--- src/sv/plv_pkg.sv ---
// Shared types, constants and state encoding for the patch label vote block.
package plv_pkg;

	// Fixed field widths of the request and result items
	localparam int LABEL_W = 6;
	localparam int COUNT_OUT_W = 11;
	localparam int RATIO_W = 16;
	localparam int RATIO_FRAC_W = 8;
	localparam logic [RATIO_W-1:0] RATIO_RESET = 16'd256;

	// Default sizes handed to the top level
	localparam int NUM_LABELS_DEF = 64;
	localparam int MAX_PATCH_PIXELS_DEF = 1024;

	// Queue between front and back (power of two)
	localparam int QUEUE_DEPTH = 2;
	localparam int QPTR_W = (QUEUE_DEPTH > 1) ? $clog2(QUEUE_DEPTH) : 1;
	localparam int QCNT_W = $clog2(QUEUE_DEPTH + 1);

	typedef struct packed {
		logic [LABEL_W-1:0] label;
		logic               last_pixel;
		logic [LABEL_W-1:0] query_label;
	} plv_pix_t;

	typedef struct packed {
		logic [LABEL_W-1:0]     top_label;
		logic                   ratio_pass;
		logic                   query_present;
		logic [COUNT_OUT_W-1:0] top_count;
	} plv_res_t;

	// Classified request as it sits in the queue
	typedef struct packed {
		logic [LABEL_W-1:0] label;
		logic               hit;
		logic               last;
		logic [LABEL_W-1:0] query;
		logic               query_hit;
	} plv_entry_t;

	typedef enum logic [2:0] {
		ST_COUNT,
		ST_LASTW,
		ST_SCAN,
		ST_TAIL,
		ST_MUL,
		ST_EMIT
	} plv_state_t;

endpackage

--- src/sv/plv_front.sv ---
// Front part: classifies incoming pixel requests and queues them for the back part.
module plv_front #(
	parameter int NUM_LABELS = 64
) (
	input  logic                clk,
	input  logic                arst_n,
	input  logic                pix_valid,
	output logic                pix_stall,
	input  plv_pkg::plv_pix_t   pix,
	output logic                q_vld,
	output plv_pkg::plv_entry_t q_head,
	input  logic                pop
);
	import plv_pkg::*;

	plv_entry_t              fifo_q [QUEUE_DEPTH];
	logic [QPTR_W-1:0]       wr_ptr_q;
	logic [QPTR_W-1:0]       rd_ptr_q;
	logic [QCNT_W-1:0]       cnt_q;
	plv_entry_t              ent;
	logic                    push;
	logic                    do_pop;

	// Classify: flag labels that fall inside the histogram
	always_comb begin
		ent.label = pix.label;
		ent.hit = int'(pix.label) < NUM_LABELS;
		ent.last = pix.last_pixel;
		ent.query = pix.query_label;
		ent.query_hit = int'(pix.query_label) < NUM_LABELS;
	end

	assign pix_stall = (cnt_q == QCNT_W'(QUEUE_DEPTH));
	assign push = pix_valid && !pix_stall;
	assign q_vld = (cnt_q != '0);
	assign do_pop = pop && q_vld;
	assign q_head = fifo_q[rd_ptr_q];

	// Store accepted requests
	always_ff @(posedge clk) begin
		if (push) begin
			fifo_q[wr_ptr_q] <= ent;
		end
	end

	// Advance pointers and fill count
	always_ff @(posedge clk or negedge arst_n) begin
		if (!arst_n) begin
			wr_ptr_q <= '0;
			rd_ptr_q <= '0;
			cnt_q <= '0;
		end else begin
			if (push) begin
				wr_ptr_q <= wr_ptr_q + QPTR_W'(1);
			end
			if (do_pop) begin
				rd_ptr_q <= rd_ptr_q + QPTR_W'(1);
			end
			if (push && !do_pop) begin
				cnt_q <= cnt_q + QCNT_W'(1);
			end else if (!push && do_pop) begin
				cnt_q <= cnt_q - QCNT_W'(1);
			end
		end
	end

endmodule

--- src/sv/plv_back.sv ---
// Back part: histogram update, end-of-patch scan, ratio test and result register.
module plv_back #(
	parameter int NUM_LABELS = 64,
	parameter int MAX_PATCH_PIXELS = 1024
) (
	input  logic                    clk,
	input  logic                    arst_n,
	input  logic                    q_vld,
	input  plv_pkg::plv_entry_t     q_head,
	output logic                    pop,
	input  logic                    cfg_valid,
	output logic                    cfg_ready,
	input  logic [plv_pkg::RATIO_W-1:0] cfg_data,
	output logic                    res_valid,
	input  logic                    res_stall,
	output plv_pkg::plv_res_t       res
);
	import plv_pkg::*;

	localparam int IDX_W = $clog2(NUM_LABELS);
	localparam int CNT_W = $clog2(MAX_PATCH_PIXELS + 1);
	localparam int PROD_W = CNT_W + RATIO_W;
	localparam logic [IDX_W-1:0] LAST_IDX = IDX_W'(NUM_LABELS - 1);
	localparam logic [CNT_W-1:0] CNT_MAX = CNT_W'(MAX_PATCH_PIXELS);

	// Histogram memory and per-entry valid bits
	logic [CNT_W-1:0]      hist_mem [NUM_LABELS];
	logic [NUM_LABELS-1:0] seen_q;
	logic [CNT_W-1:0]      rd_q;

	plv_state_t            state_q;
	plv_state_t            state_nxt;
	logic                  scan_init;
	logic                  scan_issue;
	logic                  emit;

	// Count stage
	plv_entry_t            ent_s1;
	logic                  vld_s1;
	logic [IDX_W-1:0]      idx_s1;
	logic [CNT_W-1:0]      cur_cnt;
	logic [CNT_W-1:0]      new_cnt;
	logic                  wr_en;
	logic [IDX_W-1:0]      fwd_idx_q;
	logic [CNT_W-1:0]      fwd_cnt_q;
	logic                  fwd_vld_q;

	// Scan stage
	logic [IDX_W-1:0]      scan_idx_q;
	logic [IDX_W-1:0]      scan_idx_s1;
	logic                  scan_vld_s1;
	logic [CNT_W-1:0]      scan_cnt;
	logic [CNT_W-1:0]      best_cnt_q;
	logic [IDX_W-1:0]      best_lbl_q;
	logic [CNT_W-1:0]      second_q;
	logic                  any_q;

	logic [RATIO_W-1:0]    ratio_q;
	logic [PROD_W-1:0]     prod_q;
	logic                  pass;
	logic                  present;
	logic                  res_vld_q;
	plv_res_t              res_q;

	assign cfg_ready = 1'b1;
	assign res_valid = res_vld_q;
	assign res = res_q;

	// Next state
	always_comb begin
		state_nxt = state_q;
		case (state_q)
			ST_COUNT: begin
				if (q_vld && q_head.last) begin
					state_nxt = ST_LASTW;
				end
			end
			ST_LASTW: state_nxt = ST_SCAN;
			ST_SCAN: begin
				if (scan_idx_q == LAST_IDX) begin
					state_nxt = ST_TAIL;
				end
			end
			ST_TAIL: state_nxt = ST_MUL;
			ST_MUL: state_nxt = ST_EMIT;
			ST_EMIT: begin
				if (!res_vld_q || !res_stall) begin
					state_nxt = ST_COUNT;
				end
			end
			default: state_nxt = ST_COUNT;
		endcase
	end

	// State outputs
	always_comb begin
		pop = 1'b0;
		scan_init = 1'b0;
		scan_issue = 1'b0;
		emit = 1'b0;
		case (state_q)
			ST_COUNT: pop = q_vld;
			ST_LASTW: scan_init = 1'b1;
			ST_SCAN: scan_issue = 1'b1;
			ST_EMIT: emit = !res_vld_q || !res_stall;
			default: ;
		endcase
	end

	// Increment, saturating at MAX_PATCH_PIXELS, the counter of the request in the count stage; forward the last write
	always_comb begin
		idx_s1 = IDX_W'(ent_s1.label);
		if (fwd_vld_q && fwd_idx_q == idx_s1) begin
			cur_cnt = fwd_cnt_q;
		end else if (seen_q[idx_s1]) begin
			cur_cnt = rd_q;
		end else begin
			cur_cnt = '0;
		end
		new_cnt = (cur_cnt < CNT_MAX) ? cur_cnt + CNT_W'(1) : cur_cnt;
		wr_en = vld_s1 && ent_s1.hit;
	end

	// Histogram read and write port
	always_ff @(posedge clk) begin
		if (pop) begin
			rd_q <= hist_mem[IDX_W'(q_head.label)];
		end else if (scan_issue) begin
			rd_q <= hist_mem[scan_idx_q];
		end
		if (wr_en) begin
			hist_mem[idx_s1] <= new_cnt;
		end
	end

	// Hold payload of the count stage and the forwarded write
	always_ff @(posedge clk) begin
		if (pop) begin
			ent_s1 <= q_head;
		end
		if (wr_en) begin
			fwd_idx_q <= idx_s1;
			fwd_cnt_q <= new_cnt;
		end
	end

	// Count-stage control, valid bits and state
	always_ff @(posedge clk or negedge arst_n) begin
		if (!arst_n) begin
			state_q <= ST_COUNT;
			vld_s1 <= 1'b0;
			fwd_vld_q <= 1'b0;
			seen_q <= '0;
		end else begin
			state_q <= state_nxt;
			vld_s1 <= pop;
			if (emit) begin
				seen_q <= '0;
				fwd_vld_q <= 1'b0;
			end else if (wr_en) begin
				seen_q[idx_s1] <= 1'b1;
				fwd_vld_q <= 1'b1;
			end
		end
	end

	assign scan_cnt = seen_q[scan_idx_s1] ? rd_q : '0;

	// Scan: one entry read per cycle, each compared in the cycle after its read
	always_ff @(posedge clk or negedge arst_n) begin
		if (!arst_n) begin
			scan_idx_q <= '0;
			scan_idx_s1 <= '0;
			scan_vld_s1 <= 1'b0;
			best_cnt_q <= '0;
			best_lbl_q <= '0;
			second_q <= '0;
			any_q <= 1'b0;
		end else begin
			scan_vld_s1 <= scan_issue;
			scan_idx_s1 <= scan_idx_q;
			if (scan_init) begin
				scan_idx_q <= '0;
				best_cnt_q <= '0;
				best_lbl_q <= '0;
				second_q <= '0;
				any_q <= 1'b0;
			end else begin
				if (scan_issue) begin
					scan_idx_q <= scan_idx_q + IDX_W'(1);
				end
				if (scan_vld_s1 && scan_cnt != '0) begin
					if (!any_q || scan_cnt > best_cnt_q) begin
						if (any_q) begin
							second_q <= best_cnt_q;
						end
						best_cnt_q <= scan_cnt;
						best_lbl_q <= scan_idx_s1;
						any_q <= 1'b1;
					end else if (scan_cnt > second_q) begin
						second_q <= scan_cnt;
					end
				end
			end
		end
	end

	// Ratio test product
	always_ff @(posedge clk) begin
		if (state_q == ST_MUL) begin
			prod_q <= PROD_W'(best_cnt_q) * PROD_W'(ratio_q);
		end
	end

	assign pass = any_q && (prod_q >= (PROD_W'(second_q) << RATIO_FRAC_W));
	assign present = ent_s1.query_hit && seen_q[IDX_W'(ent_s1.query)];

	// Configuration register
	always_ff @(posedge clk or negedge arst_n) begin
		if (!arst_n) begin
			ratio_q <= RATIO_RESET;
		end else if (cfg_valid && cfg_ready) begin
			ratio_q <= cfg_data;
		end
	end

	// Result register: load on emit, drop when taken
	always_ff @(posedge clk or negedge arst_n) begin
		if (!arst_n) begin
			res_vld_q <= 1'b0;
		end else if (emit) begin
			res_vld_q <= 1'b1;
		end else if (res_vld_q && !res_stall) begin
			res_vld_q <= 1'b0;
		end
	end

	always_ff @(posedge clk) begin
		if (emit) begin
			res_q.top_label <= LABEL_W'(best_lbl_q);
			res_q.ratio_pass <= pass;
			res_q.query_present <= present;
			res_q.top_count <= COUNT_OUT_W'(best_cnt_q);
		end
	end

endmodule

--- src/sv/patch_label_vote.sv ---
// Throughput: one pixel request per cycle while a patch is being counted.
// After a last pixel is taken from the queue, the block passes through ST_LASTW, ST_SCAN,
// ST_TAIL, ST_MUL and ST_EMIT before the result loads; the scan reads one histogram entry
// per cycle through the memory's single read port, and intake stalls once the two-entry
// queue fills during the scan. Reset: asynchronous, active low; clears the histogram valid
// bits, queue and result valid flag, and sets the ratio register to 1.0.
module patch_label_vote #(
	parameter int NUM_LABELS = plv_pkg::NUM_LABELS_DEF,
	parameter int MAX_PATCH_PIXELS = plv_pkg::MAX_PATCH_PIXELS_DEF
) (
	input  logic                        clk,
	input  logic                        arst_n,
	input  logic                        pix_valid,
	output logic                        pix_stall,
	input  plv_pkg::plv_pix_t           pix,
	output logic                        res_valid,
	input  logic                        res_stall,
	output plv_pkg::plv_res_t           res,
	input  logic                        cfg_valid,
	output logic                        cfg_ready,
	input  logic [plv_pkg::RATIO_W-1:0] cfg_data
);
	import plv_pkg::*;

	plv_entry_t q_head;
	logic       q_vld;
	logic       pop;

	// Classify and queue pixel requests
	plv_front #(
		.NUM_LABELS(NUM_LABELS)
	) u_front (
		.clk      (clk),
		.arst_n   (arst_n),
		.pix_valid(pix_valid),
		.pix_stall(pix_stall),
		.pix      (pix),
		.q_vld    (q_vld),
		.q_head   (q_head),
		.pop      (pop)
	);

	// Count, scan and report
	plv_back #(
		.NUM_LABELS      (NUM_LABELS),
		.MAX_PATCH_PIXELS(MAX_PATCH_PIXELS)
	) u_back (
		.clk      (clk),
		.arst_n   (arst_n),
		.q_vld    (q_vld),
		.q_head   (q_head),
		.pop      (pop),
		.cfg_valid(cfg_valid),
		.cfg_ready(cfg_ready),
		.cfg_data (cfg_data),
		.res_valid(res_valid),
		.res_stall(res_stall),
		.res      (res)
	);

endmodule

--- config.mk ---
export PLATFORM = sky130hd
export DESIGN_NAME = patch_label_vote
export DESIGN_NICKNAME = d
export VERILOG_FILES = /design/src/sv/plv_pkg.sv /design/src/sv/plv_front.sv /design/src/sv/plv_back.sv /design/src/sv/patch_label_vote.sv
export SDC_FILE = /design/constraint.sdc
export NUM_CORES = 2
export LEC_CHECK = 0
export BUFFER_PORTS_ARGS = -buffer_cell sky130_fd_sc_hd__buf_2
export CAP_MARGIN = 30
export CORE_MARGIN = 5
export CORE_UTILIZATION = 40
export DETAILED_ROUTE_END_ITERATION = 6
export PLACE_DENSITY_LB_ADDON = 0.08
export SYNTH_ARGS = -nofsm -noshare
export SYNTH_HDL_FRONTEND = slang
export SYNTH_HIERARCHICAL = 1
export SYNTH_SLANG_ARGS = --single-unit
--- constraint.sdc ---
create_clock -name clk -period 8.8 [get_ports clk]
set_clock_uncertainty 0.2 [all_clocks]
set_input_delay 0.44 -clock clk [delete_from_list [all_inputs] [get_ports clk]]
set_output_delay 0.44 -clock clk [all_outputs]
set_load 0.01 [all_outputs]
### Word-level counts from Yosys, hierarchy flattened

Memory sizes are Yosys's and may differ from the RTL's.
Index checks and enable logic that the tools add are counted.

* add/subtract/negate cells: 6
* multipliers: 1
* $lt $le $gt $ge: 8
* equal/unequal tests: 12
* muxes and demuxes: 50
* bitwise gates (word level): 1
* reductions and logical operators: 34

Operator list (count)
* $mux W11: 14
* $mux W64: 2
* $or A64 B64 Y64: 1
* $mux W6: 5
* $ge A27 B19 Y1: 1
* $mul A11 B16 Y27: 1
* $gt A11 B11 Y1: 2
* $lt A6 B7 Y1 const B: 3
* $mux W1: 19
* $bmux W1 S6: 3
* $pmux W3 S6: 1
* $reduce_bool A2 Y1: 8
* $logic_and A1 B1 Y1: 12
* $add A11 B1 Y11 const B: 1
* $lt A11 B11 Y1 const B: 1
* $reduce_bool A11 Y1: 1
* $mux W3: 3
* $add A6 B1 Y6 const B: 1
* $demux W1 S6: 1
* $eq A3 B2 Y1 const B: 2
* $eq A3 B3 Y1 const B: 2
* $eq A6 B6 Y1: 1
* $eq A6 B6 Y1 const B: 1
* $ge A6 B1 Y1 const B: 1
* 14 further kinds: 25

* register bits after elaboration: 220
* bits in writable memories: 730
* input port bits: 34
* logic and storage cells: 142
* memories: 2

Memory list
* u_back.hist_mem: words 64, width 11, read ports 2, clocked after Yosys merged registers in 0, wr ports 1, RTL line plv_back.sv:27 `logic [CNT_W-1:0] hist_mem [NUM_LABELS];`
* u_front.fifo_q: words 2, width 13, read ports 1, clocked after Yosys merged registers in 0, wr ports 1, RTL line plv_front.sv:16 `plv_entry_t fifo_q [QUEUE_DEPTH];`

### Longest topological paths before layout

* depth after elaboration: 8
* depth in mapped cells: 23

### Cells and area by module

Netlist, hierarchy kept.

By module, submodules not included
* plv_back: instances 1, cells each 2926, area an instance 48642.9 um^2
* plv_front: instances 1, cells each 62, area an instance 1159.9 um^2

### Worst setup path after synthesis

OpenSTA, ideal clock, no wires.

* path kind: reg-to-reg
* start: reg u_back.ent_s1, in the netlist u_back/idx_s1[1]
* end: reg u_back.fwd_cnt_q[10] (data pin)
* setup time: 0.727 ns
* arrival time: 5.197 ns
* data required time: 7.873 ns
* slack: 2.675 ns
* stages on the path, launching flop included: 14
* period minus slack after synthesis: 6.125 ns
* cells stage by stage: edfxtp_1 > buf_2 > buf_4 > buf_4 > xnor2_1 > nand4_1 > nor2_1 > clkbuf_1 > buf_1 > nand2_1 > o21ai_0 > ha_1 > inv_1 > o31ai_1

* longest elaborated chain between the ends: 6
* elaborated cells on any way between the ends: 9
* those cells by class: add/sub (1); order compare (1); eq/ne (1); mux (5); reduce/logical (1)

RTL lines
* start, declared: RTL line plv_back.sv:38 `plv_entry_t ent_s1;`
* start signal, assigned: RTL line plv_back.sv:139 `ent_s1 <= q_head;`
* $bmux W1 S6: RTL line plv_back.sv:115 `end else if (seen_q[idx_s1]) begin`
* $mux W1 (not written as such): RTL line plv_back.sv:115
* $mux W11: RTL line plv_back.sv:115
* $mux W11 *: RTL line plv_back.sv:113 `if (fwd_vld_q && fwd_idx_q == idx_s1) begin`
* $add A11 B1 Y11 / $lt A11 B11 Y1 (equally long branches): RTL line plv_back.sv:120 `new_cnt = (cur_cnt < CNT_MAX) ? cur_cnt + CNT_W'(1) : cur_cnt;`
* $mux W11 *: RTL line plv_back.sv:120
* net u_back.new_cnt[10]: RTL line plv_back.sv:42 `logic [CNT_W-1:0] new_cnt;`
* end signal, assigned: RTL line plv_back.sv:143 `fwd_cnt_q <= new_cnt;`
* end, declared: RTL line plv_back.sv:45 `logic [CNT_W-1:0] fwd_cnt_q;`

The timed path passes the listed nets; every way through them passes the cells marked *. The select of a mux whose other input is x is not followed.
A chain may end at the register's enable or synchronous reset.

### Worst setup path after layout

* start: reg u_back.best_cnt_q[2]
* end: reg u_back.prod_q[25] (data pin)

* longest elaborated chain between the ends: 1

RTL lines
* start, declared: RTL line plv_back.sv:53 `logic [CNT_W-1:0] best_cnt_q;`
* start signal, assigned: RTL line plv_back.sv:197 `best_cnt_q <= scan_cnt;`
* $mul A11 B16 Y27: RTL line plv_back.sv:211 `prod_q <= PROD_W'(best_cnt_q) * PROD_W'(ratio_q);`
* end signal, assigned: RTL line plv_back.sv:211
* end, declared: RTL line plv_back.sv:59 `logic [PROD_W-1:0] prod_q;`

Every way passes these cells.

==> results.toml <==
[status]
violations_in_the_final_reports = "design-rule violations"
outcome = "complete, but fails checks"

[critical_path]
timing.rr.end = "u_back/prod_q[25]$_DFFE_PP_"
cp_data_required_time_ns = 9.04
critPathMostFrequentCell = "sky130_fd_sc_hd__fa_1"
critical-path-slowest-cell = "sky130_fd_sc_hd__dfrtp_1"
reg2reg_slack_ns = 2.14
worstPathMaxFanout = 20
crit_reg_reg_startpoint = "u_back/best_cnt_q[2]$_DFFE_PN0P_"
rr_worst_depth = 18
worstSetupStartpointType = "flop"
worst-endpoint-arrival_ns = 6.90
setup.worst_path.class = "reg -> reg"
critPathMaxStageDelay_ns = 0.89
critical_path.endpoint_type = "flop"
cell_chain_critical_path = "nand2_1, fa_1, fa_1, inv_1, fa_1, fa_1, inv_1, fa_1, inv_1, ha_1, a21oi_1, nand3_1, or2_2, a41o_1, o41ai_1, o21ai_0, o41ai_1, xnor2_1"

[floorplan]
ioPinCount = 56
floorplan.initialDensity_pct = 40.3
die-height_um = 363
fp.dieArea_mm2 = 0.132
area_inside_the_core_boundary_mm2 = 0.124
row_cnt = 129
die_span_in_x_um = 363

[clock_tree]
clkLatencyLatePin_ns = 0.71
postCtsHoldBufs = 32
h_tree_depth = 3
cts_resized = 0
clock-root-buffer = "sky130_fd_sc_hd__clkbuf_16"
numCtsBuffers = 105
cts_tree = "done"
tritoncts_num_sinks = 950
post_cts_clock_slew_at_the_launch_and_capture_registers_of_the_worst_setup_and_hold_paths_ns = 0.06
cts_buffer_depth = 3
cts_setup_buffers = 0

[grt]
remaining_overflow_grt = 0
grt_first_pass_wirelength_um = 215000
antenna_found_initial = 19
grt_max_degree = 100
vias_in_the_first_global_route = 30200
gr-usage-all-layers_pct = 22.7

[finish]
layout.cells.most_common = "sky130_fd_sc_hd__edfxtp_1"
finalInstanceArea_mm2 = 0.0564
final_nets = 3356
layout.cells.most_common_list = "818 x sky130_fd_sc_hd__edfxtp_1, 509 x sky130_fd_sc_hd__mux4_2, 231 x sky130_fd_sc_hd__nor2_1"
finalNonFillerCells = 4827
postLayoutCoreUtil_pct = 45.6
synthToLayoutAreaGrowth_pct = 13.2
post_route_cells_drive_above_1_share_pct = 28.8

[worst_hold_path]
hp-class = "in -> async"

[sta]
grt_setup_unrepaired = "false"
timing.final.crit_period_ns = 6.66
timing.final.setup_violations = 0
setup_total_negative_slack_ns = 0
final_max_slew_viol_count = 0
max_slew.worst_pin.slew_ns = 1.06
slew_headroom_pct = 29.2
final.period_utilization_pct = 75.6
finalHoldViolCount = 0
max_freq_mhz = 150

[synth]
yosysWarnings = 6
most_frequently_used_flop_master_after_synthesis = "sky130_fd_sc_hd__edfxtp_1"
synthTopCellsByArea = "sky130_fd_sc_hd__edfxtp_1 49%, sky130_fd_sc_hd__mux4_2 23%, sky130_fd_sc_hd__dfrtp_1 6.6%, sky130_fd_sc_hd__fa_1 5.0%, sky130_fd_sc_hd__ha_1 2.5%"
synth_enable_flop_cells = 818
syn-cell-area_mm2 = 0.0498
synthDominantAreaCellType = "sky130_fd_sc_hd__edfxtp_1"
synth.yosys.seq_area_share_pct = 56.0
postSynth.asyncResetShare_pct = 13.9
netlist-cell-type-count = 67
ys_seq_elements = 950
synthesis.area_per_instance_um2 = 16.7
cells_after_synth = 2988
yosysTopAreaCellShare_pct = 49.3

[placement]
io_buffers = 54
gpl.final_weighted_congestion = 0.875
cell_area_after_placement_mm2 = 0.0525
detailed_place_hpwl_um = 94800
post-place-cells = 4593

[route]
drt-total-wl_um = 149000
drt_first_pass_iters = 7
detailedRoute.firstIterationViolations = 2656
routed_wire_length_per_instance_um = 30.8
vias_per_cell = 5.93
detailroute.via_count = 28600
detail_route.drc_violations = 23
ant_nets = 0

[power]
cellPowerDensity_mw_per_mm2 = 378
leakage_nw = 19.8
p_total_mw = 21.3
peakVddDrop_uv = 325

[run]
timing.max_cap.violations = 0
## stage by stage
stage | hold slack (ns) | setup slack [ns]
detailed placement | 0.245 | 2.17
floorplan | -0.0556 | 2.68
global route | 0.111 | 1.78
global placement | 0.249 | 2.20
finish | 0.120 | 2.14
CTS | 0.0804 | 2.18
## logic make-up (layout without fill, tap and decap cells)
kind of cell | Yosys count | count (layout) | synth area share, %
flops | 950 | 950 | 56.0
mux | 568 | 568 | 24.3
fa+ha+maj | 226 | 226 | 7.56
xor+xnor | 44 | 44 | 0.774
other cells | 2 | 5 | 0.0151
buf+inv | 391 | 590 | 3.15
compound gates | 210 | 210 | 2.66
simple gates | 597 | 597 | 5.57
## worst max-delay path: cells and delay by family, from the launching register on
family	cells	cell delay [ns]
xor+xnor	1	0.10
compound gates	5	1.58
buf+inv	3	0.15
simple gates	3	0.60
fa+ha+maj	6	2.89
flops	1	0.89
## power breakdown
group / internal (mW) / switching [mW] / total (mW)
clock: 2.66 / 1.85 / 4.51
combinational: 3.90 / 5.75 / 9.65
sequential: 6.48 / 0.676 / 7.15
## how the worst max path moves through the flow
| stage | start | endpoint | cells past startpoint | slack, ns |
|---|---|---|---|---|
| floorplan | u_back/idx_s1[1]$_DFFE_PP_ | u_back/fwd_cnt_q[10]$_DFFE_PP_ | 13 | 2.68 |
| global placement | u_back/best_cnt_q[2]$_DFFE_PN0P_ | u_back/prod_q[25]$_DFFE_PP_ | 18 | 2.20 |
| detailed placement | u_back/best_cnt_q[2]$_DFFE_PN0P_ | u_back/prod_q[25]$_DFFE_PP_ | 18 | 2.17 |
| CTS | u_back/best_cnt_q[2]$_DFFE_PN0P_ | u_back/prod_q[25]$_DFFE_PP_ | 18 | 2.18 |
| global route | u_back/best_cnt_q[2]$_DFFE_PN0P_ | u_back/prod_q[23]$_DFFE_PP_ | 18 | 1.78 |
| finish | u_back/best_cnt_q[2]$_DFFE_PN0P_ | u_back/prod_q[25]$_DFFE_PP_ | 18 | 2.14 |
## state kept, by name, indices dropped and copies added, names as in the netlist, 8 cells and up
register,count
u_back/rd_q,11
u_back/seen_q,64
u_back/second_q,11
u_front/fifo_q,26
u_back/res,19
u_back/ratio_q,16
u_back/ent_s1,8
u_back/fwd_cnt_q,11
u_back/best_cnt_q,11
u_back/hist_mem,704
u_back/prod_q,27
## metal layers
metal / vias to the layer above / wire (um) / track usage (%) / share of wire (%)
li1: 11900 / - / - / -
met1: 15600 / 60900 / 30.8 / 41
met2: 947 / 74500 / 38.3 / 50
met3: 228 / 9070 / 3.39 / 6.1
met4: 2 / 4270 / 6.49 / 2.9
met5: - / 13 / 0.182 / 0.0087
## cell type report
class	instances	area (um2)
well taps	1637	2050
diodes	2	5.00
repair buffers	197	1570
clock buffers	138	2920
inverters	194	728
fillers	10700	67300
flip-flops and latches	950	27900
clock inverters	61	637
multi-input cells	1648	20600
## synth_stat cells (all sizes together) (14+ instances only)
cell type,number
dfrtp,131
buf,77
and2,97
xnor2,31
nor2,236
nand3,39
nand2,141
edfxtp,818
ha,101
mux4,509
a21oi,64
clkbuf,120
a21o,14
o21ai,45
fa,125
a211oi,18
inv,194
mux2i,15
mux2,44
No activity file was read; power rests on OpenSTA's default activity.
